### config.mk
export PLATFORM = sky130hd
export DESIGN_NAME = pmt_ctrl
export DESIGN_NICKNAME = d
export VERILOG_FILES = /design/src/rtl/core/pmt_pkg.sv /design/src/rtl/core/pmt_ctrl.sv
export SDC_FILE = /design/constraint.sdc
export NUM_CORES = 1
export LEC_CHECK = 0
export BUFFER_PORTS_ARGS = -buffer_cell sky130_fd_sc_hd__clkbuf_2
export CORE_AREA = 2 2 39 41
export DETAILED_ROUTE_END_ITERATION = 6
export DIE_AREA = 0 0 41 43
export PLACE_DENSITY = 0.77
export SLEW_MARGIN = 20
export SYNTH_ARGS = -nofsm -noshare
export SYNTH_HDL_FRONTEND = slang
export SYNTH_SLANG_ARGS = --single-unit
### constraint.sdc
create_clock -name clock -period 1.2 [get_ports clock]
set_input_delay 0.06 -clock clock [delete_from_list [all_inputs] [get_ports clock]]
set_output_delay 0.06 -clock clock [all_outputs]
set_load 0.01 [all_outputs]
### src/rtl/core/pmt_pkg.sv
`default_nettype none
package pmt_pkg;

   localparam int ENTRIES = 256;
   localparam int IDX_W   = $clog2(ENTRIES);
   localparam int CNT_W   = $clog2(ENTRIES + 1);
   localparam logic [63:0] PAGE_BYTES = 64'd4096;

   typedef enum logic [1:0] {
      CMD_MAP   = 2'd0,
      CMD_UNMAP = 2'd1,
      CMD_P2V   = 2'd2,
      CMD_V2P   = 2'd3
   } cmd_type;

   typedef enum logic [1:0] {
      STATUS_OK   = 2'd0,
      STATUS_MISS = 2'd1,
      STATUS_FULL = 2'd2
   } status_type;

   typedef enum logic [3:0] {
      ST_IDLE,
      ST_MAP,
      ST_U_NEXT,
      ST_U_CHECK,
      ST_U_CMP,
      ST_U_SWAP,
      ST_L_CHECK,
      ST_L_CMP,
      ST_DONE
   } state_type;

   // controller to datapath
   typedef struct packed {
      logic load;
      logic map_write;
      logic step_page;
      logic miss_inc;
      logic j_clear;
      logic j_inc;
      logic rd_j;
      logic rd_last;
      logic swap_write;
      logic set_full;
      logic set_lkp_miss;
      logic set_hit;
      logic rsp_load;
   } ctrl_type;

   // datapath to controller
   typedef struct packed {
      logic page_done;
      logic table_full;
      logic j_end;
      logic match;
      logic rsp_busy;
   } stat_type;

endpackage
`default_nettype wire

### src/rtl/core/pmt_ctrl.sv
`default_nettype none
module pmt_ctrl (
   input  wire logic              clock,
   input  wire logic              reset,
   input  wire logic              req_tvalid,
   input  wire logic [1:0]        req_tuser,
   output logic                   req_tready,
   input  wire pmt_pkg::stat_type stat,
   output pmt_pkg::ctrl_type      ctrl
);

   pmt_pkg::state_type state_ff, state_in;
   pmt_pkg::cmd_type   req_cmd;
   logic               accept;

   assign req_cmd    = pmt_pkg::cmd_type'(req_tuser);
   assign req_tready = (state_ff == pmt_pkg::ST_IDLE);
   assign accept     = req_tvalid && req_tready;

   always_ff @(posedge clock) begin
      if (reset) begin
         state_ff <= pmt_pkg::ST_IDLE;
      end else begin
         state_ff <= state_in;
      end
   end

   // next state
   always_comb begin
      state_in = state_ff;
      unique case (state_ff)
         pmt_pkg::ST_IDLE: begin
            if (accept) begin
               unique case (req_cmd)
                  pmt_pkg::CMD_MAP:   state_in = pmt_pkg::ST_MAP;
                  pmt_pkg::CMD_UNMAP: state_in = pmt_pkg::ST_U_NEXT;
                  default:            state_in = pmt_pkg::ST_L_CHECK;
               endcase
            end
         end
         pmt_pkg::ST_MAP: begin
            if (stat.page_done || stat.table_full) begin
               state_in = pmt_pkg::ST_DONE;
            end
         end
         pmt_pkg::ST_U_NEXT: begin
            if (stat.page_done) begin
               state_in = pmt_pkg::ST_DONE;
            end else begin
               state_in = pmt_pkg::ST_U_CHECK;
            end
         end
         pmt_pkg::ST_U_CHECK: begin
            if (stat.j_end) begin
               state_in = pmt_pkg::ST_U_NEXT;
            end else begin
               state_in = pmt_pkg::ST_U_CMP;
            end
         end
         pmt_pkg::ST_U_CMP: begin
            if (stat.match) begin
               state_in = pmt_pkg::ST_U_SWAP;
            end else begin
               state_in = pmt_pkg::ST_U_CHECK;
            end
         end
         pmt_pkg::ST_U_SWAP: state_in = pmt_pkg::ST_U_NEXT;
         pmt_pkg::ST_L_CHECK: begin
            if (stat.j_end) begin
               state_in = pmt_pkg::ST_DONE;
            end else begin
               state_in = pmt_pkg::ST_L_CMP;
            end
         end
         pmt_pkg::ST_L_CMP: begin
            if (stat.match) begin
               state_in = pmt_pkg::ST_DONE;
            end else begin
               state_in = pmt_pkg::ST_L_CHECK;
            end
         end
         pmt_pkg::ST_DONE: begin
            if (!stat.rsp_busy) begin
               state_in = pmt_pkg::ST_IDLE;
            end
         end
         default: state_in = pmt_pkg::ST_IDLE;
      endcase
   end

   // outputs
   always_comb begin
      ctrl = '0;
      unique case (state_ff)
         pmt_pkg::ST_IDLE: ctrl.load = accept;
         pmt_pkg::ST_MAP: begin
            if (!stat.page_done) begin
               if (stat.table_full) begin
                  ctrl.set_full = 1'b1;
               end else begin
                  ctrl.map_write = 1'b1;
                  ctrl.step_page = 1'b1;
               end
            end
         end
         pmt_pkg::ST_U_NEXT: ctrl.j_clear = 1'b1;
         pmt_pkg::ST_U_CHECK: begin
            if (stat.j_end) begin
               ctrl.miss_inc  = 1'b1;
               ctrl.step_page = 1'b1;
            end else begin
               ctrl.rd_j = 1'b1;
            end
         end
         pmt_pkg::ST_U_CMP: begin
            if (stat.match) begin
               ctrl.rd_last = 1'b1;
            end else begin
               ctrl.j_inc = 1'b1;
            end
         end
         pmt_pkg::ST_U_SWAP: begin
            ctrl.swap_write = 1'b1;
            ctrl.step_page  = 1'b1;
         end
         pmt_pkg::ST_L_CHECK: begin
            if (stat.j_end) begin
               ctrl.set_lkp_miss = 1'b1;
            end else begin
               ctrl.rd_j = 1'b1;
            end
         end
         pmt_pkg::ST_L_CMP: begin
            if (stat.match) begin
               ctrl.set_hit = 1'b1;
            end else begin
               ctrl.j_inc = 1'b1;
            end
         end
         pmt_pkg::ST_DONE: ctrl.rsp_load = !stat.rsp_busy;
         default: ctrl = '0;
      endcase
   end

endmodule
`default_nettype wire

* Yosys cells after proc, flatten, opt, wreduce, memory -nomap -nowiden
Cells that the tools add are included.
** Cells by class
- Eq/ne operators :: 12
- Reductions and logical operators :: 8
- Mux-type cells :: 32
** Operator list (number)
- 4-bit case mux with 9 select lines :: 1
- 4-bit two-way mux :: 6
- 1-bit two-way mux :: 18
- 4-bit by 3-bit equality test with 1-bit output (second input constant) :: 4
- 4-bit by 2-bit equality test with 1-bit output (second input constant) :: 2
- 2-bit two-way mux :: 3
- 3-bit two-way mux :: 2
- 3-bit case mux with 2 select lines :: 1
- 4-bit by 1-bit equality test with 1-bit output (second input constant) :: 1
- 4-bit equality test (second input constant) :: 1
- 4-bit zero test :: 1
- 2-bit inequality test (second input constant) :: 2
- 2-bit OR reduction :: 2
- 1-bit case mux with 3 select lines :: 1
- 3-bit AND reduction :: 1
- 2-bit by 1-bit equality test with 1-bit output (second input constant) :: 1
- 2-bit zero test :: 1
- 2-bit by 1-bit inequality test with 1-bit output (second input constant) :: 1
- 1-bit logical AND :: 1
- 1-bit zero test :: 1
- 1-bit logical OR :: 1
** Storage, ports and cells
- Output and inout bits :: 14
- Word-level logic and storage cells :: 53
- Input bits :: 10
- Register bits :: 4

* Logic depth before layout (Yosys ltp)
Gate-level depths: netlist of the first run.
- Depth after elaboration :: 4
- Depth in mapped cells :: 5
- Mapped depth without buffers :: 4

* Least setup slack after synthesis of the first run
Ideal clock, no wire load.
- Path kind :: register -> register
- Start :: reg state_ff[0]
- End :: reg state_ff[3]
- Stages on the path, launching flop included :: 5
- Path slack :: -95 ps
- Clock period less this slack :: 1295 ps
- Path buffers :: 0
- Arrival time :: 1179 ps
- Data required time :: 1084 ps
- Library setup time :: 116 ps
- Cells stage by stage :: dfxtp_1 -> mux2_2 -> a311o_1 -> nand3_1 -> a21oi_1
** Between the ends
- Longest elaborated chain between the ends :: 4
- Elaborated cells between the ends (all ways) :: 15
- Those cells by class :: eq/ne (11); mux (1); reduce/logical (3)
** RTL lines
- start, declared :: line pmt_ctrl.sv:12 : pmt_pkg::state_type state_ff, state_in;
- start signal, assigned :: line pmt_ctrl.sv:22 : state_ff <= pmt_pkg::ST_IDLE;
- start signal, assigned :: line pmt_ctrl.sv:24 : state_ff <= state_in;
- 4-bit zero test :: line pmt_ctrl.sv:17, pmt_ctrl.sv:31
- 1-bit logical AND :: line pmt_ctrl.sv:18 : assign accept = req_tvalid && req_tready;
- 2-bit by 1-bit inequality test with 1-bit output (no line)
- 3-bit AND reduction (no line)
Parallel ways exist; a longest one is shown, timed or not.
A chain may end at the register's enable or synchronous reset.

==> flow_metrics.env, run 1 <==
export IMPL_status="complete, but fails checks"
export IMPL_failed_checks="negative setup slack"
export IMPL_crit_path_start="state_ff[1]"
export IMPL_synth_fp_nets=73
export IMPL_post_dp_cell_area_sq_um=795.8
export IMPL_antennaDiodeCount=0
export IMPL_antenna_found_initial=0
export IMPL_dpl_hpwl_microns=1181
export IMPL_floorplan_die_height_microns=43
export IMPL_htreeDepth=1
export IMPL_peakVddDrop_uv=1217
export IMPL_critical_path_max_stage_delay_ns=0.38
export IMPL_grt_overflow_total=0
export IMPL_area_share_of_and_or_nand_nor_cells_after_synthesis_pct=50.37
export IMPL_post_synth_fa_ha_maj_area_fraction_pct=0
export IMPL_avgRoutedWirePerCell_microns=14.30
export IMPL_critPathTopFamily="simple AND/OR/NAND/NOR gates"
export IMPL_worst_r2r_setup_slack_ns=-0.16
export IMPL_area_growth_synth_to_final_pct=105.9
export IMPL_pin_count_of_the_biggest_net_entering_global_routing=10
export IMPL_netlist_area_sq_um=511.7
export IMPL_timing_worst_setup_path_type="flop to output port"
export IMPL_route_final_wire_length_microns=1845
export IMPL_cts_tree="built"
export IMPL_critical_path_endpoint_type="output port"
export IMPL_yosys_top_cells_count="nor2_1 (7), a21oi_1 (4), dfxtp_1 (4), nand2_1 (4)"
export IMPL_hold_path_class="input pin to flop"
export IMPL_floorplan_initialDensity_pct=36.98
export IMPL_critical_path_startpoint_type="flop"
export IMPL_worst_r2r_startpoint="state_ff[1]"
export IMPL_ant_nets=0
export IMPL_synth_async_sr_flop_share_pct=0
export IMPL_timing_max_transition_violations_final=0
export IMPL_report_final_setup_viol=17
export IMPL_gp_routability_congestion=0.8888
export IMPL_grt_setup_unrepaired="yes"
export IMPL_post_route_utilization_pct=76.13
export IMPL_worstSetupEndpoint="ctrl[7]"
export IMPL_chipWidth_microns=41
export IMPL_stdcell_area_sq_um=1054
export IMPL_cp_data_arrival_time_ns=1.36
export IMPL_required_ns=1.14
export IMPL_synth_edf_count=0
export IMPL_rows=14
export IMPL_ys_seq_area_share_pct=15.65
export IMPL_crit_slowest_cell="dfxtp_4"
export IMPL_synth_xor_area_share_pct=1.711
export IMPL_synth_top_cells_by_area="dfxtp_1 (16%), a2111oi_4 (5.4%), nor2_1 (5.1%)"
export IMPL_maxSlewHeadroom_pct=77.07
export IMPL_number_of_sinks_handled_by_clock_tree_synthesis=4
export IMPL_synth_avg_cell_area_sq_um=8.123
export IMPL_worst_slew_pin_slew_ns=0.3440
export IMPL_static_leakage_power_nw=0.4976
export IMPL_postLayoutSetupSlackWorst_ns=-0.2170
export IMPL_synth_top_area_cell="dfxtp_1"
export IMPL_first_global_vias=587
export IMPL_first_pass_iters=2
export IMPL_core_area_sq_um=1384
export IMPL_worstPathMaxFanout=7
export IMPL_drt_iter0_drc=4
export IMPL_synth_distinct_cells=36
export IMPL_clock_tree_root_cell="clkbuf_4"
export IMPL_yosysWarningCount=0
export IMPL_power_density_nw_per_um2=2281
export IMPL_postSynth_topFlopCell="dfxtp_1"
export IMPL_crit_buf_inv=1
export IMPL_clock_skew_ns=0.006427
export IMPL_synth_top_cell_area_share_pct=15.65
export IMPL_combinational_family_with_the_most_area_after_synthesis="simple AND/OR/NAND/NOR gates"
export IMPL_clock_latency_ns=0.24
export IMPL_io_pin_count=24
export IMPL_reg2reg_to="state_ff[1]"
export IMPL_largest_register="state_ff"
export IMPL_clk_transition_reported_paths_ns=0.04
export IMPL_route_vias_total=691
export IMPL_timing_final_crit_share_pct=118.1
export IMPL_layout_drive_gt1_share_pct=70.80
export IMPL_area_occupied_by_registers_sq_um=95.09
export IMPL_max_clock_path_buffers=2
export IMPL_ys_ff_latch=4
export IMPL_synth_most_common_cell="nor2_1"
export IMPL_finalCriticalPeriod_ns=1.417
export IMPL_max_capacitance_violation_total=0
export IMPL_synthesis_instances=63
export IMPL_io_buffer_count=23
export IMPL_timing_critical_path_cells="and2b_2 > nor4b_4 > buf_2"
export IMPL_design_final_nets=125
export IMPL_cts_inserted_buffers=3
export IMPL_report_final_hold_viol_count=0
export IMPL_synth_compound_area_share_pct=19.80
export IMPL_reg2reg_depth=5
export IMPL_grt_total_usage_pct=21.73
export IMPL_routed_via_density=5.357
export IMPL_post_route_drc_count=0
export IMPL_instance_count_on_the_critical_path=3
export IMPL_die_outline_area_sq_um=1763
export IMPL_timing_fmax_mhz=705.7
export IMPL_grt_first_pass_wirelength_microns=2628
export IMPL_hold_buffers=0
export IMPL_layout_top_registers="state_ff (4)"
export IMPL_multiInputGateArea_sq_um=474.2
export IMPL_fin_worst_hold_slack_ns=0.01158
export IMPL_yosys_mux_area_fraction_pct=4.156
export IMPL_largest_register_ffs=4
export IMPL_layout_filler_cell_count=103
-- worst reg2reg max path, stage by stage, from the launching register on --
cell,delay (ns)
dfxtp_4,0.38
and2b_2,0.28
nor4b_4,0.29
buf_4,0.16
nor2_1,0.04
a31oi_1,0.14
-- power by group --
group	switching [W]	total [W]	internal, W
Combinational	0.000786	0.00192	0.00114
Sequential	0.000100	0.000311	0.000211
Clock	0.0000573	0.000169	0.000112
Total	0.000943	0.00240	0.00146
-- per-stage QoR --
step | setup TNS [ns] | std cells | worst slack [ns] | power, W
after global placement | -0.2480 | 117 | -0.09044 | 0.001604
after detailed placement | -0.4252 | 117 | -0.1014 | 0.001641
after global routing | -3.442 | 129 | -0.2606 | 0.002559
after CTS | -2.010 | 126 | -0.1857 | 0.002137
after floorplan | 0 | 63 | 0.01265 | 0.001033
final | -2.263 | 129 | -0.2170 | 0.002403
-- kinds of logic (layout without fill, tap and decap cells) --
group	count (synthesis)	after routing
simple gates	38	38
compound gates	12	12
buf+inv	6	56
flops	4	4
mux	2	2
xor+xnor	1	1
-- cells in the final DEF (no fill, tap or decap), types with 2 or more instances in the layout --
cell type	Yosys	routed
nor2_4	0	2
nand3b_1	2	2
buf_6	2	17
a21oi_1	4	3
buf_4	1	13
dfxtp_4	0	4
clkbuf_4	0	3
and4_1	2	2
and2b_2	0	2
buf_12	0	2
buf_2	1	7
nor2_1	7	5
clkbuf_2	0	11
and3_4	0	2
nor3_1	3	2
nand2_1	4	3
-- worst min-delay path by stage --
stage                     slack, ns          end  start  cells past startpoint
after CTS                      0.01  state_ff[3]  reset                      2
after floorplan                0.12  state_ff[0]  reset                      1
final                          0.01  state_ff[3]  reset                      2
after detailed placement       0.24  state_ff[0]  reset                      2
after global routing           0.01  state_ff[3]  reset                      2
after global placement         0.23  state_ff[0]  reset                      2
-- cell type report --
class	instances	share of cell area (%)
Sequential cell	4	9.026
Multi-Input combinational cell	53	45.01
Tap cell	16	1.900
Clock buffer	3	2.138
Timing Repair Buffer	51	41.21
Inverter	2	0.7126
-- what timing repair did --
item                       4_1_cts  5_1_grt
resized for setup               26       30
buffers inserted                 7        3
cloned                           0        0
setup endpoints to repair       18       18
pin swaps                       10        9
-- layer usage --
metal / vias to the layer above / routed length (microns) / track usage [%]
li1: 337 / - / -
met3: 4 / 91 / 6.283
met2: 22 / 978 / 36.56
met4: 0 / 33 / 2.000
met1: 328 / 742 / 27.18
met5: - / 0 / 0
(Power assumes the default switching activity.)
==> run 2: changes to the inputs <==
--- a/config.mk
+++ b/config.mk
@@ -9,7 +9,8 @@
 export CORE_AREA = 2 2 39 41
 export DETAILED_ROUTE_END_ITERATION = 6
 export DIE_AREA = 0 0 41 43
-export PLACE_DENSITY = 0.77
+export GPL_ROUTABILITY_DRIVEN = 1
+export PLACE_DENSITY = 0.82
 export SLEW_MARGIN = 20
 export SYNTH_ARGS = -nofsm -noshare
 export SYNTH_HDL_FRONTEND = slang
==> flow_metrics.env, run 2 (synthesis results as in run 1) <==
export IMPL_routed_via_density=5.511
export IMPL_met3_wirelength_microns=118
export IMPL_antenna_found_initial=0
export IMPL_pin_count_of_the_biggest_net_entering_global_routing=10
export IMPL_power_density_nw_per_um2=2305
export IMPL_design_final_nets=131
export IMPL_status="complete, but fails checks"
export IMPL_first_pass_iters=4
export IMPL_io_buffer_count=23
export IMPL_timing_hold_worst_path_depth=3
export IMPL_timing_final_crit_share_pct=121.8
export IMPL_fin_worst_hold_slack_ns=0.06501
export IMPL_hold_end="state_ff[3]"
export IMPL_route_final_wire_length_microns=2144
export IMPL_timing_critical_path_cells="and2b_2 > nor4b_4 > buf_2"
export IMPL_floorplan_die_height_microns=43
export IMPL_peakVddDrop_uv=1269
export IMPL_die_outline_area_sq_um=1763
export IMPL_layout_filler_cell_count=102
export IMPL_worst_r2r_setup_slack_ns=-0.19
export IMPL_detail_route_wirelength_met1_microns=808
export IMPL_route_top_layer_used="met4"
export IMPL_power_total_w=0.002477
export IMPL_drt_iter0_drc=13
export IMPL_failed_checks="negative setup slack"
export IMPL_critical_path_startpoint_type="flop"
export IMPL_timing_max_transition_violations_final=0
export IMPL_number_of_sinks_handled_by_clock_tree_synthesis=4
export IMPL_grt_total_usage_pct=24.12
export IMPL_clk_transition_reported_paths_ns=0.04
export IMPL_route_vias_total=744
export IMPL_htreeDepth=1
export IMPL_report_final_hold_viol_count=0
export IMPL_layout_drive_gt1_share_pct=68.91
export IMPL_largest_register_ffs=4
export IMPL_area_growth_synth_to_final_pct=110.0
export IMPL_finalCriticalPeriod_ns=1.462
export IMPL_layout_top_registers="state_ff (4)"
export IMPL_report_final_setup_viol=18
export IMPL_crit_slowest_cell="dfxtp_4"
export IMPL_hold_path_class="input pin to flop"
export IMPL_cts_tree="built"
export IMPL_worstHoldStart="stat[0]"
export IMPL_critical_path_endpoint_type="output port"
export IMPL_timing_fmax_mhz=684.0
export IMPL_post_route_drc_count=0
export IMPL_clock_tree_root_cell="clkbuf_4"
export IMPL_max_capacitance_violation_total=0
export IMPL_worst_slew_pin_slew_ns=0.3626
export IMPL_worstPathMaxFanout=6
export IMPL_cts_inserted_buffers=3
export IMPL_ant_nets=0
export IMPL_rows=14
export IMPL_maxSlewHeadroom_pct=75.83
export IMPL_required_ns=1.14
export IMPL_reg2reg_depth=5
export IMPL_avgRoutedWirePerCell_microns=15.88
export IMPL_static_leakage_power_nw=0.5289
export IMPL_worst_r2r_startpoint="state_ff[1]"
export IMPL_reg2reg_to="state_ff[1]"
export IMPL_grt_setup_unrepaired="yes"
export IMPL_chipWidth_microns=41
export IMPL_first_global_vias=660
export IMPL_postLayoutSetupSlackWorst_ns=-0.2620
export IMPL_antennaDiodeCount=0
export IMPL_clock_skew_ns=0.003844
export IMPL_dpl_hpwl_microns=1130
export IMPL_floorplan_initialDensity_pct=36.98
export IMPL_largest_register="state_ff"
export IMPL_most_common_layout_cells="buf_4 (17), buf_6 (16), clkbuf_2 (12), buf_2 (9)"
export IMPL_gp_routability_congestion=0.8680
export IMPL_core_area_sq_um=1384
export IMPL_most_common_cell_after_layout_fill_and_taps_aside="buf_4"
export IMPL_grt_overflow_total=0
export IMPL_dp_worst_setup_slack_ns=-0.1084
export IMPL_wl_met2_microns=1097
export IMPL_io_pin_count=24
export IMPL_grt_first_pass_wirelength_microns=2849
export IMPL_cp_data_arrival_time_ns=1.40
export IMPL_critical_path_max_stage_delay_ns=0.38
export IMPL_timing_worst_setup_path_type="flop to output port"
export IMPL_clock_latency_ns=0.25
export IMPL_max_clock_path_buffers=2
[run 2: through the flow]
stage                     area, sq um  cells  TNS, ns  util, %
after global placement          763.2    116  -0.1880    55.15
after floorplan                 528.0     63        0        -
after CTS                       952.2    129   -1.877    68.81
final                            1075    135   -2.585    77.67
after detailed placement        763.2    116  -0.3947    55.15
after global routing             1075    135   -3.423    77.67
[run 2: final cells by class]
cell class / instances / area, sq um / share of cell area (%)
sequential: 4 / 95.09 / 8.848
inverter: 2 / 7.507 / 0.6985
tap: 16 / 20.02 / 1.863
clock buffer: 3 / 22.52 / 2.095
timing repair buffer: 57 / 462.9 / 43.07
multi-input combinational: 53 / 466.7 / 43.42
[run 2: routing by layer]
layer  vias up  track usage (%)
met1       340            25.81
met4         0            11.33
met2        39            42.50
li1        351                -
met3        14            3.665
met5         -                0
[run 2: worst max-delay path by stage]
stage | cells past startpoint | from | end
floorplan | 4 | state_ff[0] | state_ff[1]
global placement | 5 | state_ff[0] | state_ff[2]
detailed placement | 4 | state_ff[1] | state_ff[2]
CTS | 3 | state_ff[1] | ctrl[7]
global route | 3 | state_ff[1] | ctrl[7]
finish | 3 | state_ff[1] | ctrl[7]
[run 2: report_power, final]
part | total (W) | internal, W | switching, W
Sequential | 0.000307 | 0.000210 | 0.0000965
Clock | 0.000192 | 0.000113 | 0.0000787
Combinational | 0.00198 | 0.00116 | 0.000815
Total | 0.00248 | 0.00149 | 0.000990
[run 2: critical path: cells and delay by family (launching register included)]
family / cells / cell delay (ns)
simple gates: 2 / 0.57
buf+inv: 1 / 0.19
flops: 1 / 0.38
[run 2: timing repair]
action / in CTS / in global routing
pin swaps: 18 / 5
buffers inserted: 9 / 5
setup endpoints to repair: 18 / 18
cloned: 0 / 1
hold endpoints to repair: 2 / 0
hold buffers: 1 / 0
gates resized for setup: 26 / 24
